[config.mk]
export PLATFORM = sky130hd
export DESIGN_NAME = bba_ctrl
export DESIGN_NICKNAME = d
export VERILOG_FILES = /design/src/bba_pkg.sv /design/src/bba_ctrl.sv
export SDC_FILE = /design/constraint.sdc
export NUM_CORES = 1
export LEC_CHECK = 0
export BUFFER_PORTS_ARGS = -buffer_cell sky130_fd_sc_hd__buf_2
export CAP_MARGIN = 30
export CELL_PAD_IN_SITES_DETAIL_PLACEMENT = 1
export CELL_PAD_IN_SITES_GLOBAL_PLACEMENT = 2
export CORE_ASPECT_RATIO = 0.8
export CORE_MARGIN = 10
export CORE_UTILIZATION = 24
export DETAILED_ROUTE_END_ITERATION = 8
export PLACE_DENSITY_LB_ADDON = 0.15
export SYNTH_ARGS = -nofsm -noshare
export SYNTH_HDL_FRONTEND = slang
export SYNTH_SLANG_ARGS = --single-unit
[constraint.sdc]
create_clock -name clk -period 1.3 [get_ports clk]
set_input_delay 0.065 -clock clk [delete_from_list [all_inputs] [get_ports clk]]
set_output_delay 0.065 -clock clk [all_outputs]
set_load 0.01 [all_outputs]
[src/bba_pkg.sv]
package bba_pkg;

  localparam int POOL_LEVELS = 11;
  localparam int TOP_LEVEL   = POOL_LEVELS - 1;
  localparam int UNIT_BITS   = POOL_LEVELS - 1;
  localparam int UNIT_COUNT  = 1 << UNIT_BITS;
  localparam int LINK_BITS   = UNIT_BITS + 1;
  localparam int LEVEL_BITS  = 4;
  localparam int REQ_BITS    = 24;
  localparam int TOT_BITS    = REQ_BITS + 2;
  localparam int ROUND_BYTES = 16;
  localparam int USABLE_BITS = 18;
  localparam int STATUS_BITS = 3;
  localparam int INFO_BITS   = LEVEL_BITS + 2;

  localparam logic [LINK_BITS-1:0] NO_UNIT = LINK_BITS'(UNIT_COUNT);

  localparam logic [STATUS_BITS-1:0] ST_OK         = 3'd0;
  localparam logic [STATUS_BITS-1:0] ST_NO_SPACE   = 3'd1;
  localparam logic [STATUS_BITS-1:0] ST_TOO_LARGE  = 3'd2;
  localparam logic [STATUS_BITS-1:0] ST_ZERO_SIZE  = 3'd3;
  localparam logic [STATUS_BITS-1:0] ST_DOUBLE     = 3'd4;
  localparam logic [STATUS_BITS-1:0] ST_NOT_BLOCK  = 3'd5;

  localparam logic [3:0] OP_NONE   = 4'd0;
  localparam logic [3:0] OP_CLEAR  = 4'd1;
  localparam logic [3:0] OP_LOAD   = 4'd2;
  localparam logic [3:0] OP_SCAN   = 4'd3;
  localparam logic [3:0] OP_READ_U = 4'd4;
  localparam logic [3:0] OP_UNLINK = 4'd5;
  localparam logic [3:0] OP_SPLIT1 = 4'd6;
  localparam logic [3:0] OP_PUSH2  = 4'd7;
  localparam logic [3:0] OP_GRANT  = 4'd8;
  localparam logic [3:0] OP_RCHK   = 4'd9;
  localparam logic [3:0] OP_READ_B = 4'd10;
  localparam logic [3:0] OP_MERGE  = 4'd11;
  localparam logic [3:0] OP_RPUSH1 = 4'd12;

  typedef struct packed {
    logic [3:0]             op;
    logic                   res_valid;
    logic [STATUS_BITS-1:0] res_code;
  } bba_cmd_t;

  typedef struct packed {
    logic clr_last;
    logic zero_req;
    logic too_large;
    logic head_hit;
    logic lvl_top;
    logic above_want;
    logic not_head;
    logic is_free;
    logic buddy_ok;
  } bba_stat_t;

endpackage

[src/bba_ctrl.sv]
module bba_ctrl (
  input  logic              clk,
  input  logic              rst,
  input  logic              start,
  input  logic              operation,
  input  bba_pkg::bba_stat_t stat,
  output logic              busy,
  output bba_pkg::bba_cmd_t cmd
);
  import bba_pkg::*;

  localparam logic [3:0] S_CLEAR  = 4'd0;
  localparam logic [3:0] S_IDLE   = 4'd1;
  localparam logic [3:0] S_ACHK   = 4'd2;
  localparam logic [3:0] S_SCAN   = 4'd3;
  localparam logic [3:0] S_ARD    = 4'd4;
  localparam logic [3:0] S_AUNL   = 4'd5;
  localparam logic [3:0] S_SPLIT  = 4'd6;
  localparam logic [3:0] S_PUSH2A = 4'd7;
  localparam logic [3:0] S_RCHK   = 4'd8;
  localparam logic [3:0] S_MRD    = 4'd9;
  localparam logic [3:0] S_MTEST  = 4'd10;
  localparam logic [3:0] S_RPUSH  = 4'd11;
  localparam logic [3:0] S_RPUSH2 = 4'd12;

  logic [3:0] state, state_next;

  always_ff @(posedge clk) begin
    if (rst) begin
      state <= S_CLEAR;
    end else begin
      state <= state_next;
    end
  end

  assign busy = (state != S_IDLE);

  always_comb begin
    state_next    = state;
    cmd.op        = OP_NONE;
    cmd.res_valid = 1'b0;
    cmd.res_code  = ST_OK;
    case (state)
      S_CLEAR: begin
        cmd.op = OP_CLEAR;
        if (stat.clr_last) state_next = S_IDLE;
      end
      S_IDLE: begin
        if (start) begin
          cmd.op     = OP_LOAD;
          state_next = operation ? S_RCHK : S_ACHK;
        end
      end
      S_ACHK: begin
        if (stat.zero_req) begin
          cmd.res_valid = 1'b1;
          cmd.res_code  = ST_ZERO_SIZE;
          state_next    = S_IDLE;
        end else if (stat.too_large) begin
          cmd.res_valid = 1'b1;
          cmd.res_code  = ST_TOO_LARGE;
          state_next    = S_IDLE;
        end else begin
          state_next = S_SCAN;
        end
      end
      S_SCAN: begin
        if (stat.head_hit) begin
          cmd.op     = OP_SCAN;
          state_next = S_ARD;
        end else if (stat.lvl_top) begin
          cmd.res_valid = 1'b1;
          cmd.res_code  = ST_NO_SPACE;
          state_next    = S_IDLE;
        end else begin
          cmd.op = OP_SCAN;
        end
      end
      S_ARD: begin
        cmd.op     = OP_READ_U;
        state_next = S_AUNL;
      end
      S_AUNL: begin
        cmd.op     = OP_UNLINK;
        state_next = S_SPLIT;
      end
      S_SPLIT: begin
        if (stat.above_want) begin
          cmd.op     = OP_SPLIT1;
          state_next = S_PUSH2A;
        end else begin
          cmd.op        = OP_GRANT;
          cmd.res_valid = 1'b1;
          cmd.res_code  = ST_OK;
          state_next    = S_IDLE;
        end
      end
      S_PUSH2A: begin
        cmd.op     = OP_PUSH2;
        state_next = S_SPLIT;
      end
      S_RCHK: begin
        if (stat.not_head) begin
          cmd.res_valid = 1'b1;
          cmd.res_code  = ST_NOT_BLOCK;
          state_next    = S_IDLE;
        end else if (stat.is_free) begin
          cmd.res_valid = 1'b1;
          cmd.res_code  = ST_DOUBLE;
          state_next    = S_IDLE;
        end else begin
          cmd.op     = OP_RCHK;
          state_next = S_MRD;
        end
      end
      S_MRD: begin
        if (stat.lvl_top) begin
          state_next = S_RPUSH;
        end else begin
          cmd.op     = OP_READ_B;
          state_next = S_MTEST;
        end
      end
      S_MTEST: begin
        if (stat.buddy_ok) begin
          cmd.op     = OP_MERGE;
          state_next = S_MRD;
        end else begin
          state_next = S_RPUSH;
        end
      end
      S_RPUSH: begin
        cmd.op     = OP_RPUSH1;
        state_next = S_RPUSH2;
      end
      S_RPUSH2: begin
        cmd.op        = OP_PUSH2;
        cmd.res_valid = 1'b1;
        cmd.res_code  = ST_OK;
        state_next    = S_IDLE;
      end
      default: begin
        state_next = S_IDLE;
      end
    endcase
  end

endmodule

==> summary.md <==
| Metric | Value |
|---|---|
| Outcome | `finished with violations` |
| Failing checks | `negative setup slack` |
| Sequential share of the synthesized area | `0.134` |
| Cell area after layout | `0.00111 mm^2` |
| Switching power | `175 uW` |
| Count leader, synth | `nor2_1` |
| Top reg by flops | `state` |
| Initial antenna violation count | `0` |
| IO Pins | `22` |
| Drt first pass iters | `4` |
| Post-synth EDFFs | `0` |
| Relative slew slack | `0.752` |
| I/O Buffers | `21` |
| Core area | `0.00242 mm^2` |
| Initial Utilization | `0.247` |
| Worst-skew pair later-pin latency | `240 ps` |
| Synth Flop Type | `dfxtp_1` |
| Area of the multi-input gates | `583 um^2` |
| Total GRT Usage | `0.108` |
| Fin worst setup slack | `-196 ps` |
| Vias in the first global route | `877` |
| Yosys warning total | `0` |
| # diodes | `0` |
| Yosys top cell area share | `0.134` |
| Register area | `90.1 um^2` |
| Crit-path max FO | `5` |
| Fmax | `0.669 GHz` |
| Synthesized flop and latch total | `4` |
| Placement Setup Slack | `-142 ps` |
| GPL Wtd Cong | `0.827` |
| Hold WC Path Type | `in2reg` |
| Critical path cell sequence | `buf_6 -> or2b_1 -> o22ai_1 -> nand2_1 -> nand3_1 -> buf_2` |
| Clock transition at the registers of the reported paths | `40 ps` |
| Post-DR vias/cell | `4.99` |
| Root Driver | `clkbuf_4` |
| Skew final | `3.54 ps` |
| Worst slew pin tran | `369 ps` |
| Setup Total Neg Slack | `-1130 ps` |
| Layout fillers | `312` |
| Synth cell types | `35` |
| Register share of total power | `0.258` |
| Clk sinks | `4` |
| Crit share post-route | `1.15` |
| DRT iter0 DRCs | `33` |
| Largest registers | `state: 4 flops` |
| Max FFs per register | `4` |
| Synth Cell Area | `598 um^2` |
| CTS H-tree depth | `1` |
| Final hold viol count | `0` |
| Total die area | `0.00490 mm^2` |
| Async SR Flop Fraction | `0` |
| Vias | `849` |
| Nets@finish | `149` |
| RSZ-0062 raised after global routing | `yes` |
| Post-route minimum period | `1500 ps` |
| Synth top area cells | `dfxtp_1 13%, nor2_1 8.2%, a21oi_1 6.7%` |
| Die Width | `75.8 um` |
| Largest net degree at the start of global routing | `10` |
| Power Density | `468 mW/mm^2` |
| Synthesized area per cell | `6.57 um^2` |
| First-pass GRT wire length | `4180 um` |
| Post-Syn Nets | `104` |
| Leakage power | `0.000462 uW` |
| Final setup fails | `9` |
| Dpl cell area | `851 um^2` |
| Total grt overflow | `0` |
| Crit path capture type | `output pin` |
| Most area-hungry cell type in the Yosys netlist | `dfxtp_1` |
| Sw frac | `0.337` |
| Row count | `16` |
| Number of CTS-inserted buffers | `3` |
| Layout area overhead | `84.9%` |
| Die Span Y | `64.7 um` |
| Worst VDD drop | `0.000243 V` |
| Crit-path slowest cell | `dfxtp_4` |
| Final ANT Viol Nets | `0` |
| Mapped Cells | `91` |
| Critical path required time | `1240 ps` |
| CP peak stage delay | `380 ps` |
| Max-slew violations | `0` |
| CP Class | `reg2out` |
| DP HPWL | `1940 um` |
| CTS tree | `built` |
| Part of the power in the clock network | `0.312` |
| WP data arrival | `1430 ps` |
| Top cells by count, synth | `13 x nor2_1, 8 x a21oi_1, 6 x nand2b_1` |
| Internal | `343 uW` |
| Worst Setup Start Kind | `flop` |
| Comb power frac | `0.430` |
| Total Power | `518 uW` |
| CTS Buffer Depth | `2` |
| Routed WL per cell | `15.7 um` |
| Max Cap Viol | `0` |
| Drt total wl | `2670 um` |
| Final Hold Slack | `77.8 ps` |
| DRC Markers | `0` |
| Share of cells above drive strength 1 | `0.590` |
-- kinds of logic (layout without fill, tap and decap cells) --
group	after synthesis	after routing	share of synthesized area
simple gates	46	46	0.441
compound gates	28	28	0.299
buf+inv	13	56	0.125
flops	4	4	0.134
-- what timing repair did --
item / in CTS / in global routing
hold endpoints to repair: 1 / 0
hold buffers: 1 / 0
pin swaps: 7 / 9
setup endpoints to repair: 11 / 12
resized for setup: 26 / 15
buffers inserted: 5 / 1
-- critical path, delay by kind of cell (launching register included) --
kind | cells | cell delay [ps]
simple gates | 3 | 440
compound gates | 1 | 120
flops | 1 | 380
buf+inv | 2 | 250
-- area by class of cell --
| cell class | instances | area share |
|---|---|---|
| Timing Repair Buffer | 47 | 0.309 |
| Multi-Input combinational cell | 74 | 0.527 |
| Sequential cell | 4 | 0.0814 |
| Inverter | 6 | 0.0215 |
| Clock buffer | 3 | 0.0204 |
| Tap cell | 36 | 0.0407 |
-- stage by stage --
step | std cells | util
finish | 170 | 0.457
CTS | 169 | 0.421
detailed placement | 160 | 0.351
floorplan | 91 | -
global route | 170 | 0.457
global placement | 160 | 0.351
-- path summary, 6_finish.rpt --
| check | startpoint | to | slack (ps) | depth (start not counted) |
|---|---|---|---|---|
| max | state[0]$_SDFFE_PP0P_ | cmd[7] | -200 | 6 |
| max reg2reg | state[2]$_SDFFE_PP0P_ | state[0]$_SDFFE_PP0P_ | -20 | 5 |
| min | operation | state[3]$_SDFFE_PP0P_ | 80 | 3 |
| min reg2reg | state[2]$_SDFFE_PP0P_ | state[2]$_SDFFE_PP0P_ | 690 | 3 |
-- cells in the final DEF, fill, tap and decap left out, types with 3 or more instances in the layout --
| master | count |
|---|---|
| o22ai_1 | 3 |
| inv_1 | 4 |
| buf_6 | 7 |
| a21oi_1 | 6 |
| nor3_1 | 4 |
| nand3_1 | 3 |
| buf_2 | 21 |
| buf_4 | 17 |
| clkbuf_4 | 3 |
| nand2_1 | 4 |
| nand2b_4 | 4 |
| nor2_1 | 9 |
-- layer usage --
metal	share of wire	wire length (um)	global-route usage	up-vias
li1	-	-	-	420
met1	0.45	1200	0.131	413
met2	0.52	1390	0.185	16
met3	0.030	80	0.0198	0
met4	0	0	0.0301	0
met5	0	0	0	-
-- power groups by stage --
stage | sequential [uW] | clock, uW | combinational, uW
after floorplan | 131 | 0 | 83.9
final | 134 | 161 | 223
after global placement | 138 | 0 | 154
after detailed placement | 138 | 0 | 155
after global routing | 134 | 182 | 243
after CTS | 133 | 169 | 199
Note: power is estimated with default switching activity, not from simulation.
